<file path="config.mk">
export PLATFORM = sky130hd
export DESIGN_NAME = fcc_rsp_queue
export DESIGN_NICKNAME = d
export VERILOG_FILES = /design/src/hw/rtl/fcc_pkg.sv /design/src/hw/rtl/fcc_rsp_queue.sv
export SDC_FILE = /design/constraint.sdc
export NUM_CORES = 1
export LEC_CHECK = 0
export ABC_AREA = 1
export ABC_CLOCK_PERIOD_IN_PS = 4900
export BUFFER_PORTS_ARGS = -buffer_cell sky130_fd_sc_hd__buf_4
export CAP_MARGIN = 0
export CORE_MARGIN = 4
export CORE_UTILIZATION = 45
export CTS_CLUSTER_DIAMETER = 200
export DETAILED_ROUTE_END_ITERATION = 6
export PLACE_DENSITY = 0.68
export SYNTH_ARGS = -nofsm -noshare
export SYNTH_HDL_FRONTEND = slang
export SYNTH_SLANG_ARGS = --single-unit
</file>
<file path="constraint.sdc">
create_clock -name clock -period 4.9 [get_ports clock]
set_clock_uncertainty 0.05 [all_clocks]
set_input_delay 0.98 -clock clock [delete_from_list [all_inputs] [get_ports clock]]
set_output_delay 0.98 -clock clock [all_outputs]
set_load 0.01 [all_outputs]
</file>
<file path="src/hw/rtl/fcc_pkg.sv">
package fcc_pkg;

   localparam int TABLE_SIZE         = 512;
   localparam int ADDR_W             = $clog2(TABLE_SIZE);
   localparam int FIRST_DATA_CLUSTER = 2;
   localparam int DATA_CLUSTERS      = TABLE_SIZE - FIRST_DATA_CLUSTER;
   localparam int FIELD_W            = 9;
   // table entry: top bit marks end of chain, low bits hold the link; all zero is free
   localparam int ENTRY_W            = ADDR_W + 1;
   localparam int CNT_W              = ADDR_W + 1;

   localparam logic [ENTRY_W-1:0] ENT_EMPTY = '0;
   localparam logic [ENTRY_W-1:0] ENT_END   = {1'b1, {ADDR_W{1'b0}}};

   typedef enum logic [1:0] {
      CMD_ALLOC = 2'd0,
      CMD_FREE  = 2'd1,
      CMD_WALK  = 2'd2,
      CMD_NONE  = 2'd3
   } cmd_type;

   localparam logic [1:0] ST_OK   = 2'd0;
   localparam logic [1:0] ST_FULL = 2'd1;
   localparam logic [1:0] ST_BAD  = 2'd2;
   localparam logic [1:0] ST_LONG = 2'd3;

   typedef struct packed {
      logic [1:0]         command;
      logic [FIELD_W-1:0] alloc_count;
      logic [FIELD_W-1:0] start_cluster;
   } req_type;

   typedef struct packed {
      logic [FIELD_W-1:0] head_cluster;
      logic [FIELD_W-1:0] chain_length;
      logic [1:0]         status;
   } rsp_type;

   typedef struct packed {
      cmd_type            cmd;
      logic [FIELD_W-1:0] want;
      logic [FIELD_W-1:0] start;
      logic               start_bad;
   } op_type;

endpackage

</file>
<file path="src/hw/rtl/fcc_rsp_queue.sv">
module fcc_rsp_queue
   import fcc_pkg::*;
(
   input  logic    clock,
   input  logic    reset,
   input  logic    push,
   input  rsp_type push_data,
   output logic    full,
   input  logic    rsp_pop,
   output logic    rsp_empty,
   output rsp_type rsp_data
);

   rsp_type    slot_ff [2];
   logic       wr_ptr_ff, wr_ptr_in;
   logic       rd_ptr_ff, rd_ptr_in;
   logic [1:0] cnt_ff, cnt_in;
   logic       push_ok, pop_ok;

   assign full      = (cnt_ff == 2'd2);
   assign rsp_empty = (cnt_ff == 2'd0);
   assign rsp_data  = slot_ff[rd_ptr_ff];
   assign push_ok   = push && !full;
   assign pop_ok    = rsp_pop && !rsp_empty;

   always_comb begin
      wr_ptr_in = push_ok ? !wr_ptr_ff : wr_ptr_ff;
      rd_ptr_in = pop_ok ? !rd_ptr_ff : rd_ptr_ff;
      cnt_in    = cnt_ff + 2'(push_ok) - 2'(pop_ok);
   end

   always_ff @(posedge clock) begin
      if (reset) begin
         wr_ptr_ff <= 1'b0;
         rd_ptr_ff <= 1'b0;
         cnt_ff    <= 2'd0;
      end else begin
         wr_ptr_ff <= wr_ptr_in;
         rd_ptr_ff <= rd_ptr_in;
         cnt_ff    <= cnt_in;
      end
      if (push_ok) begin
         slot_ff[wr_ptr_ff] <= push_data;
      end
   end

endmodule

</file>
# After elaboration in Yosys (flattened, before gate mapping)
# Memory sizes are Yosys's and may differ from the RTL's. A register that Yosys moved wholly into a read port is not among the register bits.
# Cells that the tools add are included.
# op_classes
addsub	2
n_mul	0
n_div	0
n_lt_le_gt_ge	0
n_eq_ne	1
n_shift	0
n_mux	4
bitwise_logic	0
reduce_logical	7
# op_table
cell	n
$logic_not A1 Y1	4
$mux W1	4
$add A2 B1 Y2	1
$eq A2 B2 Y1 const B	1
$logic_and A1 B1 Y1	2
$logic_not A2 Y1	1
$sub A2 B1 Y2	1
# word_totals
reg_bits	4
latchBits	0
mem_bits_rw	40
romBits	0
inputBits	24
n_memories	1
# mem_list
memory	words	word_bits	rd	rd_ports_with_merged_regs	wr	line_no	rtl
slot_ff	2	20	1	1	1	fcc_rsp_queue.sv:14	rsp_type slot_ff [2];

# Logic depth before layout (Yosys ltp)
# Gate-level depths: netlist of run 1.
# depth
word_depth	5
mapped_depth	11
ltp_nobuf	11

# Worst setup path before layout of run 1
# No wires, ideal clock.
# synth_path
kind	input to register
startpoint	input push
endpoint	memory slot_ff[0][0] (netlist bit) (enable)
setup_time_ps	397
arrival_ps	1907
setup_slack_ps	2546
cell_stages	2
cell_sequence	nand2_1 nor2_1
# synth_via
elab_chain_len	3
# synth_rtl
element	line_no	rtl
start, declared	fcc_rsp_queue.sv:6	input logic push,
$logic_and A1 B1 Y1	fcc_rsp_queue.sv:23	assign push_ok = push && !full;
$mux W1	fcc_rsp_queue.sv:42	if (push_ok) begin
$mux W1 (implied by the code)	fcc_rsp_queue.sv:43	slot_ff[wr_ptr_ff] <= push_data;
end, declared	fcc_rsp_queue.sv:14	
# No other way between the ends.

==> impl_metrics.tcl, run 1 <==
set metrics [dict create \
    final_common_cell "buf_4" \
    vias 954 \
    die-area_mm2 0.005014 \
    hold_buffers 0 \
    fp.dieW_um 70.81 \
    place_inst 193 \
    worstHoldPathType "reg -> reg" \
    finalHoldViolations 0 \
    final_cells 201 \
    antenna_found_initial 0 \
    wl_met3_um 214 \
    r2r_slack_ps 3040 \
    r2r_cells 4 \
    avgSynthCellArea_um2 17.58 \
    grt_pass1_wl_um 4443 \
    synth_top_family_by_area "multiplexers" \
    area_growth_syn_to_layout_pct 26.29 \
    relSlewSlack_pct 32.01 \
    numCtsBuffers 5 \
    muxShareOfSynthArea_pct 16.91 \
    met1_length_um 988 \
    ir_worst_vdd_v 0.0003446 \
    cp_cell_sequence "buf_4 > mux2_4 > buf_4" \
    syn-num-nets 127 \
    grt_pass1_vias 1011 \
    synth-seq-area-share_pct 73.29 \
    slowest_delay_ps 600 \
    synth-compound-area-share_pct 0.5638 \
    mostFrequentLayoutCells "buf_4 (46), edfxtp_1 (40), mux2_4 (20)" \
    grt_setup_unrepaired "no" \
    critical_path.max_fanout 13 \
    slowest_stage "dfxtp_1" \
    avgViaCountPerCell 4.746 \
    ys_warn_count 0 \
    gp_congestion 0.6810 \
    start_kind "flip-flop" \
    min_path_cells 2 \
    fin_nets 178 \
    finalCriticalPeriod_ps 2740 \
    tritoncts "yes" \
    cap_violations 0 \
    ant_nets 0 \
    num_antenna_cells 0 \
    met2_length_um 1593 \
    synth_cell_types 10 \
    synth_seq_cells 45 \
    synth_xor_area_share_pct 0 \
    dp.final_hpwl_um 2092 \
    drtIter0Drc 35 \
    portBuffers 45 \
    regToRegStartpoint "cnt_ff[0]$_SDFF_PP0_" \
    grt_usage_pct 11.86 \
    synth_fa_ha_area_share_pct 1.409 \
    post_cts_buffers 0 \
    die_h_um 70.81 \
    crit_path_end_kind "output port" \
    wl_per_cell_um 14.05 \
    fmax_mhz 365.0 \
    core_mm2 0.003744 \
    power.leakage_uw 0.0009355 \
    synth_area_mm2 0.001775 \
    status "finished clean" \
    crit_required_ps 3870 \
    p_per_area_mw_per_mm2 479.1 \
    final_util_pct 59.89 \
    timing.final.crit_share_pct 55.92 \
    grt_max_degree 21 \
    cts-resized-gates 0 \
    overflow 0 \
    crit_path_frequent_cell "buf_4" \
    wl_um 2824 \
    htreeDepth 2 \
    finalSetupViolCount 0 \
    dr.pass1.iters 4 \
    worst_pin_slew_ps 1019 \
    synth_simple_gate_area_share_pct 4.440 \
    drc 0 \
    boundaryPins 46 \
    fin_tns_setup_ps 0 \
    clkSinkCount 45 \
    hold_end "rd_ptr_ff$_SDFFE_PP0P_" \
    cts_max_path_buffers 2 \
    start_util_pct 47.43 \
    top_layer_used "met4" \
    r2r-end "slot_ff[0][7]$_DFFE_PP_" \
    drive_above_1_share_pct 47.71 \
    syn_inst 101 \
    min-delay-start "rd_ptr_ff$_SDFFE_PP0P_" \
    rows 22 \
    crit_type "reg -> out" \
    cp.arrival_ps 1710 \
    cts-root-buf "clkbuf_8" \
    report.final.slew_viol_count 0 \
    clock_latency_ps 280 \
    clk_pin_slew_ps 70 \
]
-- per-layer routing --
metal	vias up	GRT usage (%)
met3	4	5.256
met2	35	21.52
li1	461	-
met5	-	0
met1	454	11.61
met4	0	5.010
-- cell usage after synthesis --
cell	count	share of area, %
dfxtp_1	5	5.6
edfxtp_1	40	68
nand2_1	8	1.7
nand3_1	3	0.85
ha_1	2	1.4
buf_6	2	1.3
inv_1	10	2.1
a21oi_1	2	0.56
nor2_1	9	1.9
mux2_4	20	17
-- final cells by class --
class,instances,area (um2)
Multi-Input combinational cell,44,416.7
Clock inverter,3,12.51
Inverter,10,37.54
Fill cell,300,1501
Sequential cell,45,1301
Clock buffer,5,68.82
Timing Repair Buffer,46,345.3
Tap cell,48,60.06
-- flip-flops by register name (all words and copies together) (netlist names), named ones only --
| name | cells |
|---|---|
| slot_ff | 40 |
| cnt_ff | 2 |
| rd_ptr_ff | 1 |
| wr_ptr_ff | 1 |
-- power breakdown --
group | total [uW] | switching (uW) | internal, uW
clock | 206 | 111 | 95.9
sequential | 520 | 30.2 | 490
combinational | 348 | 159 | 189
total | 1070 | 299 | 775
-- worst max-delay path by stage --
stage / from / slack, ps / end / depth (start not counted)
after floorplan: push / 2550 / slot_ff[0][0]$_DFFE_PP_ / 2
after CTS: flip-flop / 2120 / rsp_data[12] / 3
after detailed placement: flip-flop / 2450 / rsp_data[12] / 3
after global routing: flip-flop / 2060 / rsp_data[12] / 3
after global placement: flip-flop / 2470 / rsp_data[18] / 3
final: flip-flop / 2160 / rsp_data[12] / 3
-- critical path: cells and delay by family, from the launching register on --
family	cells	cell delay [ps]
flip-flops	1	600
buffers and inverters	2	490
multiplexers	1	330
-- logic make-up (layout without fill, tap and decap cells) --
kind of cell	Yosys count	count (layout)
flip-flops	45	45
multiplexers	20	20
AND/OR/NAND/NOR	20	20
buffers and inverters	12	64
adder cells (fa/ha/maj)	2	2
AO/OA/AOI/OAI	2	2
-- metrics by stage --
| stage | hold slack (ps) | instance area (um2) | power (uW) | worst slack, ps |
|---|---|---|---|---|
| after floorplan | 417.5 | 1775 | 743.6 | 2546 |
| after global routing | 504.9 | 2242 | 1136 | 2058 |
| after CTS | 464.8 | 2242 | 1088 | 2125 |
| after global placement | 441.7 | 2161 | 867.6 | 2466 |
| final | 463.4 | 2242 | 1074 | 2160 |
| after detailed placement | 443.4 | 2161 | 883.0 | 2445 |
Note: power is estimated with default switching activity, not from simulation.
==> inputs of run 2 (changes only) <==
- ABC_CLOCK_PERIOD_IN_PS: 4900 -> 2700
- clock period: 4.9 -> 2.7 ns (I/O delays scaled with it)
==> impl_metrics.tcl, run 2 (synthesis gave the netlist of run 1 again) <==
set metrics [dict create \
    crit_type "reg -> out" \
    r2r_cells 4 \
    slowest_delay_ps 590 \
    dp.final_hpwl_um 2081 \
    gp_congestion 0.6934 \
    grt_setup_unrepaired "no" \
    largest_reg_flops 40 \
    fin_nets 180 \
    hold_buffers 0 \
    power.leakage_uw 0.0009709 \
    place_ws_ps 789.0 \
    crit_end "rsp_data[1]" \
    cts-root-buf "clkbuf_8" \
    drtIter0Drc 57 \
    path_depth 3 \
    largest_register "slot_ff" \
    slowest_stage "dfxtp_1" \
    finalCriticalPeriod_ps 2218 \
    drc 0 \
    grt_pass1_wl_um 4284 \
    worst_pin_slew_ps 797.5 \
    die-area_mm2 0.005014 \
    grt_pass1_vias 892 \
    finalSetupViolCount 0 \
    start_kind "flip-flop" \
    dr.pass1.iters 4 \
    ant_nets 0 \
    final_common_cell "buf_4" \
    wl_per_cell_um 13.75 \
    crit_path_end_kind "output port" \
    report.final.slew_viol_count 0 \
    worst_slack_ps 482.4 \
    die_h_um 70.81 \
    portBuffers 45 \
    r2r-end "slot_ff[1][8]$_DFFE_PP_" \
    finalHoldViolations 0 \
    p_per_area_mw_per_mm2 936.4 \
    avgViaCountPerCell 4.675 \
    relSlewSlack_pct 46.78 \
    boundaryPins 46 \
    clkSinkCount 45 \
    rows 22 \
    start_util_pct 47.43 \
    ir_worst_vdd_v 0.0005285 \
    htreeDepth 2 \
    final_util_pct 61.70 \
    wl_um 2792 \
    num_antenna_cells 0 \
    grt_usage_pct 11.49 \
    critPathBufInv 2 \
    overflow 0 \
    cts-resized-gates 0 \
    timing.final.crit_share_pct 82.13 \
    tritoncts "yes" \
    fp.dieW_um 70.81 \
    numCtsBuffers 5 \
    crit_family "flip-flops" \
    cap_violations 0 \
    mostFrequentLayoutCells "buf_4 (48), edfxtp_1 (40), mux2_4 (20)" \
    crit_path_frequent_cell "buf_4" \
    fmax_mhz 450.9 \
    clk_pin_slew_ps 80 \
    critical_path.max_fanout 8 \
    vias 949 \
    clock_latency_ps 290 \
    regToRegStartpoint "cnt_ff[0]$_SDFF_PP0_" \
    worstHoldPathType "in -> reg" \
    drive_above_1_share_pct 49.68 \
    post_cts_buffers 0 \
    r2r_slack_ps 1010 \
    core_mm2 0.003744 \
    status "finished clean" \
    fin_tns_setup_ps 0 \
    cp_cell_sequence "buf_4 > mux2_4 > buf_4" \
    cp.arrival_ps 1630 \
    reg.largest.list "slot_ff: 40 flops, cnt_ff: 2 flops" \
    antenna_found_initial 0 \
    cts_max_path_buffers 2 \
    grt_max_degree 21 \
    crit_required_ps 2110 \
    area_growth_syn_to_layout_pct 30.09 \
]
run 2: cell count changes in the layout (fill, tap and decap cells not counted):
cell,before,now
buf_4,46,48
bufinv_16,0,2
clkinv_1,2,0
run 2: worst register-to-register path, delay by kind of cell, from the launching register on:
kind,cells,cell delay (ps)
DFF,1,360
and+or+nand+nor,2,230
buffers and inverters,2,670
run 2: report_power, final:
group | switching, uW | internal (uW) | leakage (uW) | total [uW]
logic | 291 | 355 | 0.000488 | 646
registers | 52.0 | 887 | 0.000415 | 939
clock network | 211 | 367 | 0.0000681 | 578
run 2: metal layers:
| metal | vias to the layer above | track usage (%) | part of all wire (%) |
|---|---|---|---|
| met1 | 450 | 11.74 | 37 |
| met5 | - | 0 | 0 |
| li1 | 466 | - | - |
| met4 | 0 | 5.637 | 2.1 |
| met3 | 6 | 4.830 | 6.1 |
| met2 | 27 | 20.08 | 55 |
run 2: final cells by class:
type / instances / area, um2
fill: 287 / 1434
sequential: 45 / 1301
multi-input combinational: 44 / 416.7
timing repair buffer: 48 / 360.3
clock buffer: 5 / 68.82
clock inverter: 3 / 65.06
tap: 48 / 60.06
inverter: 10 / 37.54
run 2: how the worst min path moves through the flow:
stage / from / endpoint / cells past startpoint
after floorplan: rd_ptr_ff$_SDFFE_PP0P_ / flip-flop / 2
after global placement: rd_ptr_ff$_SDFFE_PP0P_ / rd_ptr_ff$_SDFFE_PP0P_ / 2
after detailed placement: rd_ptr_ff$_SDFFE_PP0P_ / flip-flop / 2
after CTS: reset / cnt_ff[0]$_SDFF_PP0_ / 2
after global routing: reset / cnt_ff[0]$_SDFF_PP0_ / 2
final: reset / cnt_ff[0]$_SDFF_PP0_ / 2
run 2: metrics by stage:
step / total power (uW) / cells / cell area [um2] / hold WS, ps
4_1_cts: 2191 / 203 / 2310 / 344.0
3_5_place_dp: 1612 / 195 / 2176 / 443.2
3_3_place_gp: 1586 / 195 / 2176 / 440.0
5_1_grt: 2277 / 203 / 2310 / 334.6
2_1_floorplan: 1349 / 101 / 1775 / 417.5
6_report: 2163 / 203 / 2310 / 350.9
==> inputs of run 3 (changes only) <==
- ABC_CLOCK_PERIOD_IN_PS: 2700 -> 2000
- PLACE_DENSITY: 0.68 -> 0.7
- clock period: 2.7 -> 2 ns (I/O delays scaled with it)
==> impl_metrics.tcl, run 3 (synthesis gave the netlist of run 1 again) <==
set metrics [dict create \
    reg.largest.list "slot_ff: 40 flops, cnt_ff: 2 flops" \
    start_kind "flip-flop" \
    status "finished clean" \
    cp.arrival_ps 1360 \
    avgViaCountPerCell 4.701 \
    core_mm2 0.003744 \
    antenna_found_initial 0 \
    fin_tns_setup_ps 0 \
    grt_max_degree 21 \
    power.leakage_uw 0.0009530 \
    regToRegStartpoint "cnt_ff[0]$_SDFF_PP0_" \
    tritoncts "yes" \
    grt_pass1_vias 1070 \
    largest_register "slot_ff" \
    grt_setup_unrepaired "no" \
    gp_congestion 0.6538 \
    place_inst 196 \
    ant_nets 0 \
    vias 959 \
    wl_per_cell_um 14.22 \
    cts-resized-gates 0 \
    boundaryPins 46 \
    clock_latency_ps 280 \
    worstHoldPathType "in -> reg" \
    fp.dieW_um 70.81 \
    drc 0 \
    clk_pin_slew_ps 70 \
    critical_path.max_fanout 14 \
    drtIter0Drc 24 \
    num_antenna_cells 0 \
    die-area_mm2 0.005014 \
    grt_usage_pct 12.17 \
    largest_reg_flops 40 \
    htreeDepth 2 \
    clkSinkCount 45 \
    area_growth_syn_to_layout_pct 27.62 \
    crit_path_end_kind "output port" \
    drive_above_1_share_pct 49.36 \
    rows 22 \
    overflow 0 \
    final_cells 204 \
    dr.pass1.iters 5 \
    cap_violations 0 \
    ir_worst_vdd_v 0.0007753 \
    crit_type "reg -> out" \
    hold_buffers 0 \
    grt_pass1_wl_um 4678 \
    finalHoldViolations 0 \
    finalSetupViolCount 0 \
    report.final.slew_viol_count 0 \
    die_h_um 70.81 \
    relSlewSlack_pct 81.75 \
    crit_required_ps 1550 \
    numCtsBuffers 5 \
    cts-root-buf "clkbuf_8" \
    wl_um 2900 \
    post_cts_buffers 0 \
    start_util_pct 47.43 \
    p_per_area_mw_per_mm2 1178 \
    finalCriticalPeriod_ps 1813 \
    worst_pin_slew_ps 273.8 \
    final_common_cell "buf_4" \
    portBuffers 45 \
    fin_nets 181 \
    min-delay-start "reset" \
    cts_max_path_buffers 2 \
    mostFrequentLayoutCells "buf_4 (49), edfxtp_1 (40), mux2_4 (20)" \
    fmax_mhz 551.5 \
    dp.final_hpwl_um 2133 \
    timing.final.crit_share_pct 90.67 \
]
-- run 3: area by class of cell --
class | instances | area (um2)
Fill cell | 305 | 1478
Sequential cell | 45 | 1301
Multi-Input combinational cell | 44 | 416.7
Timing Repair Buffer | 49 | 367.9
Clock buffer | 6 | 72.57
Tap cell | 48 | 60.06
Inverter | 10 | 37.54
Clock inverter | 2 | 10.01
-- run 3: routing by layer --
layer / track usage, % / vias up / wire length [um]
li1: - / 465 / -
met1: 11.81 / 455 / 1059
met2: 22.97 / 30 / 1607
met3: 2.983 / 9 / 160
met4: 7.098 / 0 / 72
met5: 0 / - / 0
-- run 3: worst max-delay path: stages (launching register included) --
cell	delay (ps)
dfxtp_1	330
buf_4	270
mux2_4	330
buf_4	140
-- run 3: path summary, 6_finish.rpt --
path,endpoint,slack [ps],cells past startpoint
worst min register to register,wr_ptr_ff$_SDFFE_PP0P_,480,2
worst max-delay path,rsp_data[19],190,3
worst min-delay path,cnt_ff[0]$_SDFF_PP0_,220,2
worst max register to register,cnt_ff[1]$_SDFF_PP0_,260,11
-- run 3: through the flow --
stage                     hold slack, ps  util, %  total power (uW)  instance area, um2  worst slack (ps)
after floorplan                    417.5        -              1822                1775             134.9
after global placement             442.3    58.32              2139                2183             468.8
after detailed placement           471.0    58.32              2192                2183             300.4
after CTS                          213.8    60.53              2698                2266             163.2
after global routing               217.5    60.53              2815                2266             109.0
final                              220.7    60.53              2670                2266             186.7
-- run 3: power by group --
part	total (uW)	internal, uW	switching [uW]	leakage (uW)
sequential	1250	1200	52.4	0.000415
clock	507	242	266	0.0000450
combinational	913	483	430	0.000493
