### config.mk
export PLATFORM = sky130hd
export DESIGN_NAME = fcc_front
export DESIGN_NICKNAME = d
export VERILOG_FILES = /design/src/hw/rtl/fcc_pkg.sv /design/src/hw/rtl/fcc_front.sv
export SDC_FILE = /design/constraint.sdc
export NUM_CORES = 1
export LEC_CHECK = 0
export BUFFER_PORTS_ARGS = -buffer_cell sky130_fd_sc_hd__buf_2
export CORE_MARGIN = 3
export CORE_UTILIZATION = 35
export DETAILED_ROUTE_END_ITERATION = 8
export PLACE_DENSITY_LB_ADDON = 0.3
export SLEW_MARGIN = 30
export SYNTH_ARGS = -nofsm -noshare
export SYNTH_HDL_FRONTEND = slang
export SYNTH_SLANG_ARGS = --single-unit
### constraint.sdc
create_clock -name clock -period 3.6 [get_ports clock]
set_input_delay 0.54 -clock clock [delete_from_list [all_inputs] [get_ports clock]]
set_output_delay 0.54 -clock clock [all_outputs]
set_load 0.05 [all_outputs]
### src/hw/rtl/fcc_pkg.sv
package fcc_pkg;

   localparam int TABLE_SIZE         = 512;
   localparam int ADDR_W             = $clog2(TABLE_SIZE);
   localparam int FIRST_DATA_CLUSTER = 2;
   localparam int DATA_CLUSTERS      = TABLE_SIZE - FIRST_DATA_CLUSTER;
   localparam int FIELD_W            = 9;
   // table entry: top bit marks end of chain, low bits hold the link; all zero is free
   localparam int ENTRY_W            = ADDR_W + 1;
   localparam int CNT_W              = ADDR_W + 1;

   localparam logic [ENTRY_W-1:0] ENT_EMPTY = '0;
   localparam logic [ENTRY_W-1:0] ENT_END   = {1'b1, {ADDR_W{1'b0}}};

   typedef enum logic [1:0] {
      CMD_ALLOC = 2'd0,
      CMD_FREE  = 2'd1,
      CMD_WALK  = 2'd2,
      CMD_NONE  = 2'd3
   } cmd_type;

   localparam logic [1:0] ST_OK   = 2'd0;
   localparam logic [1:0] ST_FULL = 2'd1;
   localparam logic [1:0] ST_BAD  = 2'd2;
   localparam logic [1:0] ST_LONG = 2'd3;

   typedef struct packed {
      logic [1:0]         command;
      logic [FIELD_W-1:0] alloc_count;
      logic [FIELD_W-1:0] start_cluster;
   } req_type;

   typedef struct packed {
      logic [FIELD_W-1:0] head_cluster;
      logic [FIELD_W-1:0] chain_length;
      logic [1:0]         status;
   } rsp_type;

   typedef struct packed {
      cmd_type            cmd;
      logic [FIELD_W-1:0] want;
      logic [FIELD_W-1:0] start;
      logic               start_bad;
   } op_type;

endpackage

### src/hw/rtl/fcc_front.sv
module fcc_front
   import fcc_pkg::*;
(
   input  logic    clock,
   input  logic    reset,
   input  logic    req_push,
   input  req_type req_data,
   output logic    req_full,
   output logic    op_valid,
   output op_type  op_data,
   input  logic    op_pop
);

   op_type     slot_ff [2];
   logic       wr_ptr_ff, wr_ptr_in;
   logic       rd_ptr_ff, rd_ptr_in;
   logic [1:0] cnt_ff, cnt_in;
   op_type     op_new;
   logic       push_ok, pop_ok;

   always_comb begin
      op_new.cmd       = cmd_type'(req_data.command);
      op_new.want      = (req_data.alloc_count == '0) ? FIELD_W'(1)
                                                       : req_data.alloc_count;
      op_new.start     = req_data.start_cluster;
      op_new.start_bad = (int'(req_data.start_cluster) < FIRST_DATA_CLUSTER) ||
                         (int'(req_data.start_cluster) >= TABLE_SIZE);
   end

   assign req_full = (cnt_ff == 2'd2);
   assign op_valid = (cnt_ff != 2'd0);
   assign op_data  = slot_ff[rd_ptr_ff];
   assign push_ok  = req_push && !req_full;
   assign pop_ok   = op_pop && op_valid;

   always_comb begin
      wr_ptr_in = push_ok ? !wr_ptr_ff : wr_ptr_ff;
      rd_ptr_in = pop_ok ? !rd_ptr_ff : rd_ptr_ff;
      cnt_in    = cnt_ff + 2'(push_ok) - 2'(pop_ok);
   end

   always_ff @(posedge clock) begin
      if (reset) begin
         wr_ptr_ff <= 1'b0;
         rd_ptr_ff <= 1'b0;
         cnt_ff    <= 2'd0;
      end else begin
         wr_ptr_ff <= wr_ptr_in;
         rd_ptr_ff <= rd_ptr_in;
         cnt_ff    <= cnt_in;
      end
      if (push_ok) begin
         slot_ff[wr_ptr_ff] <= op_new;
      end
   end

endmodule

* Word-level counts from Yosys, hierarchy flattened
Memories as Yosys holds them, arrays and structs flattened. A register that Yosys moved wholly into a read port is not among the register bits. Cells that the tools add are included.
Operators by class: add/subtract/negate cells 2, order comparisons 1, equal/unequal tests 1, muxes and demuxes 5, reduce and logical (&&, ||, !) cells 7
Operators with widths (number):
- logical NOT 9 bit | 1
- < comparator 9 x 2 -> 1 bit (second input constant) | 1
- two-way mux 9 bit | 1
- two-way mux 1 bit | 4
- logical NOT 1 bit | 3
- adder 2 x 1 -> 2 bit | 1
- equality test 2 bit (second input constant) | 1
- logical AND 1 bit | 2
- nonzero test 2 bit | 1
- subtractor 2 x 1 -> 2 bit | 1
Word-level totals: flip-flop bits (word level) 4, memory bits (writable) 42, input bits 24, output and inout bits 23, word-level logic and storage cells 20, memories 1
Memory list:
- slot_ff | words 2, width 21, read ports 1, clocked after Yosys merged registers in 1, wr ports 1, line fcc_front.sv:14 | op_type slot_ff [2];

* Longest topological paths before layout
Gate-level depths: netlist (run 1).
depth after elaboration 5, mapped depth 8, mapped depth without buffers 8

* Worst setup path after synthesis (run 1)
OpenSTA, ideal clock, no wires.
kind reg-to-reg, from register cnt_ff[0], to memory slot_ff[0][0] (netlist bit), enable pin, library setup time 0.376 ns, arrival 1.372 ns, data required time 3.224 ns, slack 1.852 ns, cell stages (with the launch flop) 5, buffers on the path 0, period minus slack after synthesis 1.748 ns, cells stage by stage dfxtp_1 > nand2b_2 > inv_2 > or3_1 > inv_1
On the way: longest elaborated chain between the ends 5
Ends and longest elaborated chain:
- from (decl) | line fcc_front.sv:17 | logic [1:0] cnt_ff, cnt_in;
- from (signal assigned) | line fcc_front.sv:50 | cnt_ff <= cnt_in;
- equality test 2 bit | line fcc_front.sv:30 | assign req_full = (cnt_ff == 2'd2);
- via req_full | line fcc_front.sv:8 | output logic req_full,
- logical NOT 1 bit | line fcc_front.sv:33 | assign push_ok = req_push && !req_full;
- logical AND 1 bit | line fcc_front.sv:33
- two-way mux 1 bit | line fcc_front.sv:52 | if (push_ok) begin
- two-way mux 1 bit (implied by the code) | line fcc_front.sv:53 | slot_ff[wr_ptr_ff] <= op_new;
- to (decl) | line fcc_front.sv:14
The timed path passes the listed nets, and every way through them passes these cells.

==> results of run 1 <==
==> state kept, by name, indices dropped and copies added (netlist names), named ones only <==
name / cells
slot_ff: 42
cnt_ff: 2
rd_ptr_ff: 1
wr_ptr_ff: 1
==> report_power, final <==
part	internal, mW	switching [mW]
Combinational	0.171	0.405
Sequential	0.681	0.0527
Clock	0.277	0.168
==> routing by layer <==
metal	wire, µm	vias up
met1	1236	465
met2	1517	28
met3	196	5
met4	51	0
met5	0	-
li1	-	469
==> metrics by stage <==
step	hold WS, ps	utilization	std cells	setup WS, ps	total power, mW
after global routing	431.8	0.4586	216	1404	1.832
after CTS	427.7	0.4583	216	1150	1.775
after floorplan	451.5	-	105	1852	1.204
final	431.8	0.4586	216	1499	1.755
after detailed placement	484.0	0.4302	208	1471	1.331
after global placement	470.0	0.4302	208	1491	1.320
==> how the worst max path moves through the flow <==
stage	slack [ps]	to	depth (start not counted)
final	1500	op_data[10]	2
after global routing	1400	op_data[15]	2
after CTS	1150	op_data[20]	2
after detailed placement	1470	op_data[10]	2
after global placement	1490	op_data[17]	2
after floorplan	1850	slot_ff[0][0]$_DFFE_PP_	4
==> layout make-up <==
type	count	share of cell area
sequential	47	0.6128
clock buffer	5	0.03095
multi-input combinational	44	0.1778
tap	67	0.03770
clock inverter	3	0.03039
timing repair buffer	46	0.1035
inverter	4	0.006753
==> cells by family after synthesis <==
group	after synthesis	share of synthesized area
and+or+nand+nor	14	0.04489
buffers and inverters	14	0.03039
xor gates and xnor gates	3	0.01451
adders and majority gates	2	0.01381
DFF	47	0.7514
AOI/OAI and AO/OA	4	0.01450
muxes	21	0.1305
==> placed cells by master (no fill, tap or decap) <==
| cell | synthesis | layout |
|---|---|---|
| buf_2 | 2 | 46 |
| xnor2_1 | 2 | 2 |
| xor2_1 | 1 | 1 |
| nor2_1 | 4 | 4 |
| nand2_1 | 1 | 1 |
| bufinv_16 | 0 | 2 |
| dfxtp_2 | 0 | 1 |
| a21o_1 | 1 | 1 |
| o21ai_0 | 1 | 1 |
| mux2_1 | 6 | 6 |
| a21oi_1 | 1 | 1 |
| ha_1 | 2 | 2 |
| mux2_2 | 15 | 15 |
| inv_2 | 1 | 1 |
| clkbuf_8 | 0 | 5 |
| o21a_2 | 1 | 1 |
| or4_1 | 2 | 2 |
| inv_1 | 3 | 3 |
| or3_1 | 1 | 1 |
| edfxtp_1 | 42 | 42 |
| clkinvlp_4 | 0 | 1 |
| nor4_1 | 2 | 2 |
| or2_2 | 1 | 1 |
| dfxtp_1 | 5 | 4 |
| nor2b_1 | 1 | 1 |
| nand2b_2 | 1 | 1 |
| and3_2 | 1 | 1 |
==> critical path, delay by kind of cell, from the launching register on <==
kind | cells | cell delay [ps]
flip-flops | 1 | 650
multiplexers | 1 | 400
buffers and inverters | 1 | 210
==> metrics.md, run 1 <==
| Metric | Value |
|---|---|
| Net Count, Synth | 131 |
| IO Count | 47 |
| Worst r2r src | cnt_ff[0]$_SDFF_PP0_ |
| Fill cell count | between 400 and 500 |
| Multi-input logic area | approximately 400 µm² |
| Worst reg2reg setup slack | approximately 1700 ps |
| Number of global-route vias before repair | between 900 and 1k |
| Hold path endpoint | slot_ff[0][19]$_DFFE_PP_ |
| Slew margin rel. | 0.4315 |
| Drt wl/cell | 13.89 µm |
| Leak | 0.8551 nW |
| Register area | approximately 1400 µm² |
| Final Wtd Congestion | between 0.6 and 0.7 |
| Global-route wire length before repair | 4671 µm |
| Asr flop ratio synth | 0 |
| DRT antenna net count | 0 |
| Layout area overhead | 22.72% |
| Number of hold buffers added after cts | 0 |
| Met1 usage | 0.1119 |
| Syn Inst Count | about 110 |
| Dominant cell type by area after synthesis | edfxtp_1 |
| Slowest CP cell | dfxtp_2 |
| Max VDD drop | 477.9 µV |
| CP arrival | ~1600 ps |
| Worst path cell trace | mux2_2 > buf_2 |
| Port-buffer cells | between 40 and 50 |
| Die area | 6075 µm² |
| Total GRT Usage | 0.1019 |
| Clock latency on the worst-skew pair | roughly 300 ps |
| Status | finished, final reports clean |
| Met2 Use GR | 0.1721 |
| HP Class | in2reg |
| Fmax | between 400 and 500 MHz |
| Crit path required time | 3060 ps |
| Slew Limit Fails | 0 |
| Period utilization | 0.5837 |
| Clock Skew | between 10 and 15 ps |
| Core region area | 4848 µm² |
| Ranking of synthesized cells by area | edfxtp_1, mux2_2, dfxtp_1, mux2_1, clkbuf_1 |
| DRT iter0 DRCs | 74 |
| DP Area | ~2100 µm² |
| Pin slew with the least headroom to its limit | about 850 ps |
| Post-synth top cells | edfxtp_1, mux2_2, clkbuf_1 |
| Final HPWL DP | between 2000 and 2500 µm |
| Avg Cell Area, Syn | 17.25 µm² |
| Worst reg2reg endpoint | slot_ff[0][15]$_DFFE_PP_ |
| Fin area | 2223 µm² |
| Grt total ovfl | 0 |
| CTS sink count | between 40 and 50 |
| DRC Markers | 0 |
| Crit. End Element | primary output |
| Die Span X | 77.95 µm |
| Max capacitance violation total | 0 |
| Layout cells sized above 1 | 0.5034 |
| Max incr delay on CP | roughly 650 ps |
| TritonCTS clock tree | done |
| Met3 usage | 0.03712 |
| Post-layout net count | ~170 |
| Final setup TNS | 0 ps |
| Grt peak-use layer | met2 |
| First-pass detailed-route iteration total | 4 |
| Via count | 967 |
| Die height | around 78 µm |
| Register area share after synthesis | 0.7514 |
| Synthesized cell area | ~1800 µm² |
| Number of flops mapped to enable cells by yosys | 42 |
| Max FO, Critical Path | 21 |
| Pwr dens | ~800 nW/µm² |
| Yosys cell types | 24 |
| Root Driver | clkbuf_8 |
| Synth top area share | 0.6961 |
| H-tree depth | 2 |
| Initial antenna violation count | 0 |
| Worst Min Path Start | req_data[18] |
| RSZ-0062 raised after global routing | no |
| Hold Crit Depth | 1 |
| WL final | 3001 µm |
| R2r worst-path depth | 4 |
| Antenna diodes | 0 |
| Buffers inserted during post-CTS setup optimization | 0 |
| Final Hold Vio Count | 0 |
| Main synth FF type | edfxtp_1 |
| Num CTS Buffers | 5 |
| Largest net degree at the start of global routing | 22 |
| Initial Util | 0.3737 |
| Setup CP Type | reg2out |
| CP Launch Type | register |
| Clock transition at the registers of the reported paths | 90 ps |
| Fin crit period | 2101 ps |
| Most numerous cell in the Yosys netlist | edfxtp_1 |
| Warnings from Yosys | 0 |
| Setup violators final | 0 |
| Longest Clk Path Bufs | 2 |
| Post-CTS Resized | 0 |
| Post-synthesis register bit count | between 40 and 50 |
| Row count | 25 |
| Detailed-route vias per instance | roughly 4.5 |
(Power assumes the default switching activity.)
==> run 2: changes to the inputs <==
- clock period: 3.6 -> 1.7 ns (I/O delays scaled with it)
==> metrics.md, run 2 (synthesis results as in run 1) <==
| Metric | Value |
|---|---|
| Biggest register | slot_ff |
| Clock network power share | 0.178 (-0.076) |
| Longest Clk Path Bufs | 2 (unchanged) |
| R2r worst-path depth | 7 (+3) |
| Final setup TNS | 0 ps (unchanged) |
| Psw | 1.357 mW (+120%) |
| CTS sink count | 47 (unchanged) |
| Leak | 0.8611 nW (+0.71%) |
| Grt total ovfl | 0 (unchanged) |
| Clock latency on the worst-skew pair | 290 ps (about the same) |
| Worst reg2reg setup slack | 130 ps (-1570 ps) |
| Final Hold Vio Count | 0 (unchanged) |
| Die area | 6075 µm² (unchanged) |
| Num CTS Buffers | 5 (unchanged) |
| H-tree depth | 2 (unchanged) |
| Max incr delay on CP | 390 ps (-260 ps) |
| Clock transition at the registers of the reported paths | 80 ps (about the same) |
| Max capacitance violation total | 0 (unchanged) |
| Buffers inserted during post-CTS setup optimization | 0 (unchanged) |
| First-pass detailed-route iteration total | 4 (unchanged) |
| CP Launch Type | register |
| IO Count | 47 (unchanged) |
| Layout cells sized above 1 | 0.5197 (+0.01638) |
| Antenna diodes | 0 (unchanged) |
| Initial Util | 0.3737 (unchanged) |
| DRC Markers | 0 (unchanged) |
| Sw frac | 0.3839 (+0.02703) |
| Commonest non-fill, non-tap cell in the layout | buf_2 |
| Commonest cells after routing, fill and taps aside | buf_2, edfxtp_1, mux2_2 |
| Hold Crit Depth | 1 (unchanged) |
| DRT iter0 DRCs | 48 (-35%) |
| Combinational share of power | 0.395 (+0.067) |
| TritonCTS clock tree | done |
| HP Class | in2reg |
| Via count | 999 (+3.3%) |
| Post-layout net count | 177 (+1.7%) |
| Worst Min Path Start | req_data[0] |
| Worst r2r src | cnt_ff[1]$_SDFF_PP0_ |
| Layout area overhead | 23.89% |
| Die height | 77.95 µm (unchanged) |
| Die Span X | 77.95 µm (unchanged) |
| Port-buffer cells | 46 (unchanged) |
| Setup CP Type | reg2out |
| Total GRT Usage | 0.1115 (+0.009619) |
| Fin area | 2245 µm² (+0.96%) |
| Max FO, Critical Path | 10 (-52%) |
| Period utilization | 0.9626 |
| Initial antenna violation count | 0 (unchanged) |
| Pwr dens | 1574 nW/µm² (+99%) |
| Setup violators final | 0 (unchanged) |
| Max VDD drop | 744.3 µV (+56%) |
| Number of global-route vias before repair | 1029 (+4.3%) |
| Drt wl/cell | 15.08 µm (+8.6%) |
| CP top delay family | flip-flops |
| Hold path endpoint | slot_ff[1][1]$_DFFE_PP_ |
| WL final | 3303 µm (+10%) |
| CP arrival | 1380 ps (-180 ps) |
| DRT antenna net count | 0 (unchanged) |
| Slew margin rel. | 0.6543 (+0.2228) |
| Slowest CP cell | dfxtp_4 |
| Crit path required time | 1440 ps (-1620 ps) |
| Final HPWL DP | 2268 µm (+7.9%) |
| Pin slew with the least headroom to its limit | 518.6 ps (-333.3 ps) |
| Clock Skew | 5.743 ps (-7.620 ps) |
| Sequential Power Share | 0.427 (+0.009) |
| RSZ-0062 raised after global routing | no |
| Worst path cell trace | clkbuf_16 > mux2_2 > buf_2 |
| Root Driver | clkbuf_8 |
| Status | finished, final reports clean |
| CP bufs+invs | 2 (+1) |
| Final Wtd Congestion | 0.7352 (+5.4%) |
| Detailed-route vias per instance | 4.562 (+1.9%) |
| Max reg flops | 42 (unchanged) |
| Int Pwr | 2.177 mW (+93%) |
| Global-route wire length before repair | 5112 µm (+9.4%) |
| Crit. End Element | primary output |
| Fmax | 611.1 MHz |
| Slew Limit Fails | 0 (unchanged) |
| Worst reg2reg endpoint | cnt_ff[1]$_SDFF_PP0_ |
| Largest net degree at the start of global routing | 22 (unchanged) |
| DP Area | 2130 µm² (+2.1%) |
| Regs by FF count | slot_ff x42, cnt_ff x2 |
| Row count | 25 (unchanged) |
| Fin crit period | roughly 1600 ps |
| Core region area | 4848 µm² (unchanged) |
-- run 2: worst max-delay path by stage --
stage | endpoint | depth (start not counted)
finish | op_data[14] | 3
global route | op_data[14] | 3
CTS | op_data[2] | 3
detailed placement | cnt_ff[1]$_SDFF_PP0_ | 7
global placement | cnt_ff[1]$_SDFF_PP0_ | 7
floorplan | slot_ff[0][0]$_DFFE_PP_ | 4
-- run 2: repair_timing --
action | 4_1_cts | 5_1_grt
resized for setup | 1 | 2
hold buffers | 0 | 0
setup endpoints to repair | 16 | 8
gates cloned | 0 | 1
-- run 2: final cells by class --
type                    count  area, µm²
fillers                   437       2604
flip-flops and latches     47       1365
multi-input cells          44      395.4
repair buffers             49      297.8
well taps                  67      83.83
clock buffers               5      68.82
inverters                   4      18.77
clock inverters             3      15.01
-- run 2: metal layers --
metal	track usage	vias to the layer above	part of all wire
met3	0.04176	6	0.060
met1	0.1254	490	0.39
met4	0.04196	0	0.015
met2	0.1918	28	0.54
met5	0	-	0
li1	-	475	-
-- run 2: worst reg2reg max path, delay by kind of cell (launching register included) --
family | cells | cell delay (ps)
flip-flops | 1 | 360
buffers and inverters | 1 | 50
AO/OA/AOI/OAI | 1 | 240
XOR/XNOR | 2 | 340
AND/OR/NAND/NOR | 1 | 50
adder cells (fa/ha/maj) | 2 | 420
-- run 2: power by group through the flow --
stage                     registers (mW)  clock network [mW]  logic, mW
final                               1.51               0.628       1.40
after global routing                1.53               0.705       1.48
after CTS                           1.50               0.662       1.37
after detailed placement            1.53                   0       1.37
after global placement              1.51                   0       1.35
after floorplan                     1.50                   0       1.05
-- run 2: per-stage QoR --
stage	instances	setup WS, ps	hold slack (ps)	total power, mW	util
after global routing	219	9.480	137.5	3.711	0.4630
after CTS	218	26.90	136.4	3.540	0.4568
after detailed placement	210	128.0	455.0	2.897	0.4392
after floorplan	105	122.3	324.1	2.555	-
after global placement	210	216.5	452.9	2.863	0.4392
final	219	63.61	154.0	3.534	0.4630
==> run 3: changes to the inputs <==
==> constraint.sdc (replaced) <==
create_clock -name clock -period 1.7 [get_ports clock]
set_input_delay 0.085 -clock clock [delete_from_list [all_inputs] [get_ports clock]]
set_output_delay 0.085 -clock clock [all_outputs]
set_load 0.05 [all_outputs]
==> metrics.md, run 3 (synthesis results as in run 1) <==
| Metric | Value |
|---|---|
| Root Driver | clkbuf_8 |
| Pwr dens | 1464 nW/µm² (-7.0%) |
| Clock transition at the registers of the reported paths | 80 ps (about the same) |
| Commonest non-fill, non-tap cell in the layout | buf_2 |
| Crit path required time | 1680 ps (+240 ps) |
| DRT iter0 DRCs | 37 (-23%) |
| Period utilization | 0.9276 (-0.03500) |
| Global-route wire length before repair | 5313 µm (+3.9%) |
| Row count | 25 (unchanged) |
| Leak | 0.9099 nW (+5.7%) |
| Setup CP Type | reg2reg |
| Combinational share of power | 0.392 (-0.003) |
| Number of global-route vias before repair | 1122 (+9.0%) |
| Max capacitance violation total | 0 (unchanged) |
| CP arrival | 1560 ps (+180 ps) |
| Post-Layout Cell Count | 237 (+8.2%) |
| Commonest cells after routing, fill and taps aside | buf_2, edfxtp_1, dlygate4sd3_1 |
| CP Launch Type | register |
| Detailed-route vias per instance | 4.430 (-2.9%) |
| Max incr delay on CP | 420 ps (+30 ps) |
| DRT antenna net count | 0 (unchanged) |
| Psw | 1.341 mW (-1.2%) |
| Final Hold Vio Count | 0 (unchanged) |
| Crit. End Element | register |
| Grt total ovfl | 0 (unchanged) |
| Die Span X | 77.95 µm (unchanged) |
| Longest Clk Path Bufs | 2 (unchanged) |
| Status | finished, final reports clean |
| Clock network power share | 0.178 (about the same) |
| Final HPWL DP | 2278 µm (+0.41%) |
| DRC Markers | 0 (unchanged) |
| Final Wtd Congestion | 0.7555 (+2.8%) |
| Clock latency on the worst-skew pair | 290 ps (about the same) |
| Slew Limit Fails | 0 (unchanged) |
| Port-buffer cells | 46 (unchanged) |
| Layout area overhead | 30.94% |
| Register area | 1361 µm² (-0.27%) |
| Slowest CP cell | or3_1 |
| Multi-input logic area | 395.4 µm² (unchanged) |
| Drt wl/cell | 14.41 µm (-4.5%) |
| HP Class | in2reg |
| Fin crit period | 1577 ps (-59.50 ps) |
| Clock Skew | 4.442 ps (-1.302 ps) |
| Setup violators final | 0 (unchanged) |
| Worst path cell trace | nand2b_2 > inv_2 > or3_1 > clkinvlp_4 |
| Antenna diodes | 0 (unchanged) |
| Final setup TNS | 0 ps (unchanged) |
| H-tree depth | 2 (unchanged) |
| Initial Util | 0.3737 (unchanged) |
| Sequential Power Share | 0.430 (+0.003) |
| CTS sink count | 47 (unchanged) |
| IO Count | 47 (unchanged) |
| Sw frac | 0.3860 (+0.002067) |
| Die height | 77.95 µm (unchanged) |
| RSZ-0062 raised after global routing | no |
| Fmax | 634.2 MHz (+3.8%) |
| Slew margin rel. | 0.6632 (+0.008894) |
| Via count | 1050 (+5.1%) |
| Max reg flops | 42 (unchanged) |
| Max VDD drop | 779.1 µV (+4.7%) |
| TritonCTS clock tree | done |
| Fill cell count | 421 (-3.7%) |
| Biggest register | slot_ff |
| Die area | 6075 µm² (unchanged) |
| Layout cells sized above 1 | 0.4412 (-0.07856) |
| WL final | 3415 µm (+3.4%) |
| Pin slew with the least headroom to its limit | 505.2 ps (-13.34 ps) |
| Regs by FF count | slot_ff x42, cnt_ff x2 |
| Core region area | 4848 µm² (unchanged) |
| Inst Count DP | 210 (unchanged) |
| Post-layout net count | 195 (+10%) |
| Largest net degree at the start of global routing | 22 (unchanged) |
| First-pass detailed-route iteration total | 3 (-1) |
| Total GRT Usage | 0.1171 (+0.005556) |
| Num CTS Buffers | 5 (unchanged) |
| Initial antenna violation count | 0 (unchanged) |
| Max FO, Critical Path | 11 (+1) |
| Int Pwr | 2.133 mW (-2.0%) |
[run 3: changes by cell type in the layout (fill, tap and decap cells not counted)]
cell / change
clkinv_2: -3
clkinv_1: +2
clkinvlp_4: +1
clkbuf_4: -1
dlygate4sd3_1: +18
buf_2: +1
buf_4: +2
dfxtp_1: +1
clkbuf_16: -1
clkbuf_1: +1
buf_12: -2
dfxtp_4: -1
[run 3: through the flow]
step / worst slack, ps / hold slack (ps) / utilization / instance area [µm²] / power, mW
2_1_floorplan: 122.3 / 154.1 / - / 1815 / 2.555
3_3_place_gp: 113.3 / 286.0 / 0.4341 / 2105 / 2.825
3_5_place_dp: 43.39 / 288.7 / 0.4341 / 2105 / 2.855
6_report: 123.1 / 15.05 / 0.4893 / 2372 / 3.473
4_1_cts: 29.72 / 1.258 / 0.4857 / 2355 / 3.498
5_1_grt: 22.01 / 3.666 / 0.4893 / 2372 / 3.627
[run 3: critical path, delay by kind of cell (launching register included)]
kind	cells	cell delay, ps
AND/OR/NAND/NOR	2	580
buffers and inverters	2	300
flip-flops	1	380
[run 3: path summary, 6_finish.rpt]
check | endpoint | slack, ps | from | depth (start not counted)
worst max-delay path | slot_ff[0][19]$_DFFE_PP_ | 120 | cnt_ff[0]$_SDFF_PP0_ | 4
worst min-delay path | slot_ff[1][6]$_DFFE_PP_ | 20 | req_data[5] | 1
worst max register to register | slot_ff[0][19]$_DFFE_PP_ | 120 | cnt_ff[0]$_SDFF_PP0_ | 4
worst min register to register | wr_ptr_ff$_SDFFE_PP0N_ | 500 | wr_ptr_ff$_SDFFE_PP0N_ | 2
[run 3: routing by layer]
| layer | global-route usage | vias to the layer above | part of all wire |
|---|---|---|---|
| li1 | - | 512 | - |
| met1 | 0.1348 | 505 | 0.44 |
| met2 | 0.1986 | 27 | 0.50 |
| met3 | 0.04524 | 6 | 0.049 |
| met4 | 0.04021 | 0 | 0.012 |
| met5 | 0 | - | 0 |
[run 3: area by class of cell]
class,instances,share of cell area
repair buffers,66,0.1793
repair inverters,1,0.003165
multi-input cells,44,0.1667
clock buffers,6,0.03059
well taps,67,0.03534
inverters,4,0.007911
clock inverters,2,0.003165
flip-flops and latches,47,0.5738
[run 3: power by group through the flow]
| stage | Combinational (mW) | Clock (mW) | Sequential, mW |
|---|---|---|---|
| after floorplan | 1.05 | 0 | 1.50 |
| after global placement | 1.31 | 0 | 1.51 |
| after detailed placement | 1.33 | 0 | 1.52 |
| after CTS | 1.37 | 0.633 | 1.50 |
| after global routing | 1.44 | 0.674 | 1.51 |
| final | 1.36 | 0.617 | 1.49 |
[run 3: timing repair]
action,4_1_cts,5_1_grt
hold buffers,17,1
gates resized for setup,0,1
endpoints found under the hold margin,33,2
setup endpoints to repair,0,21
setup buffers,0,0
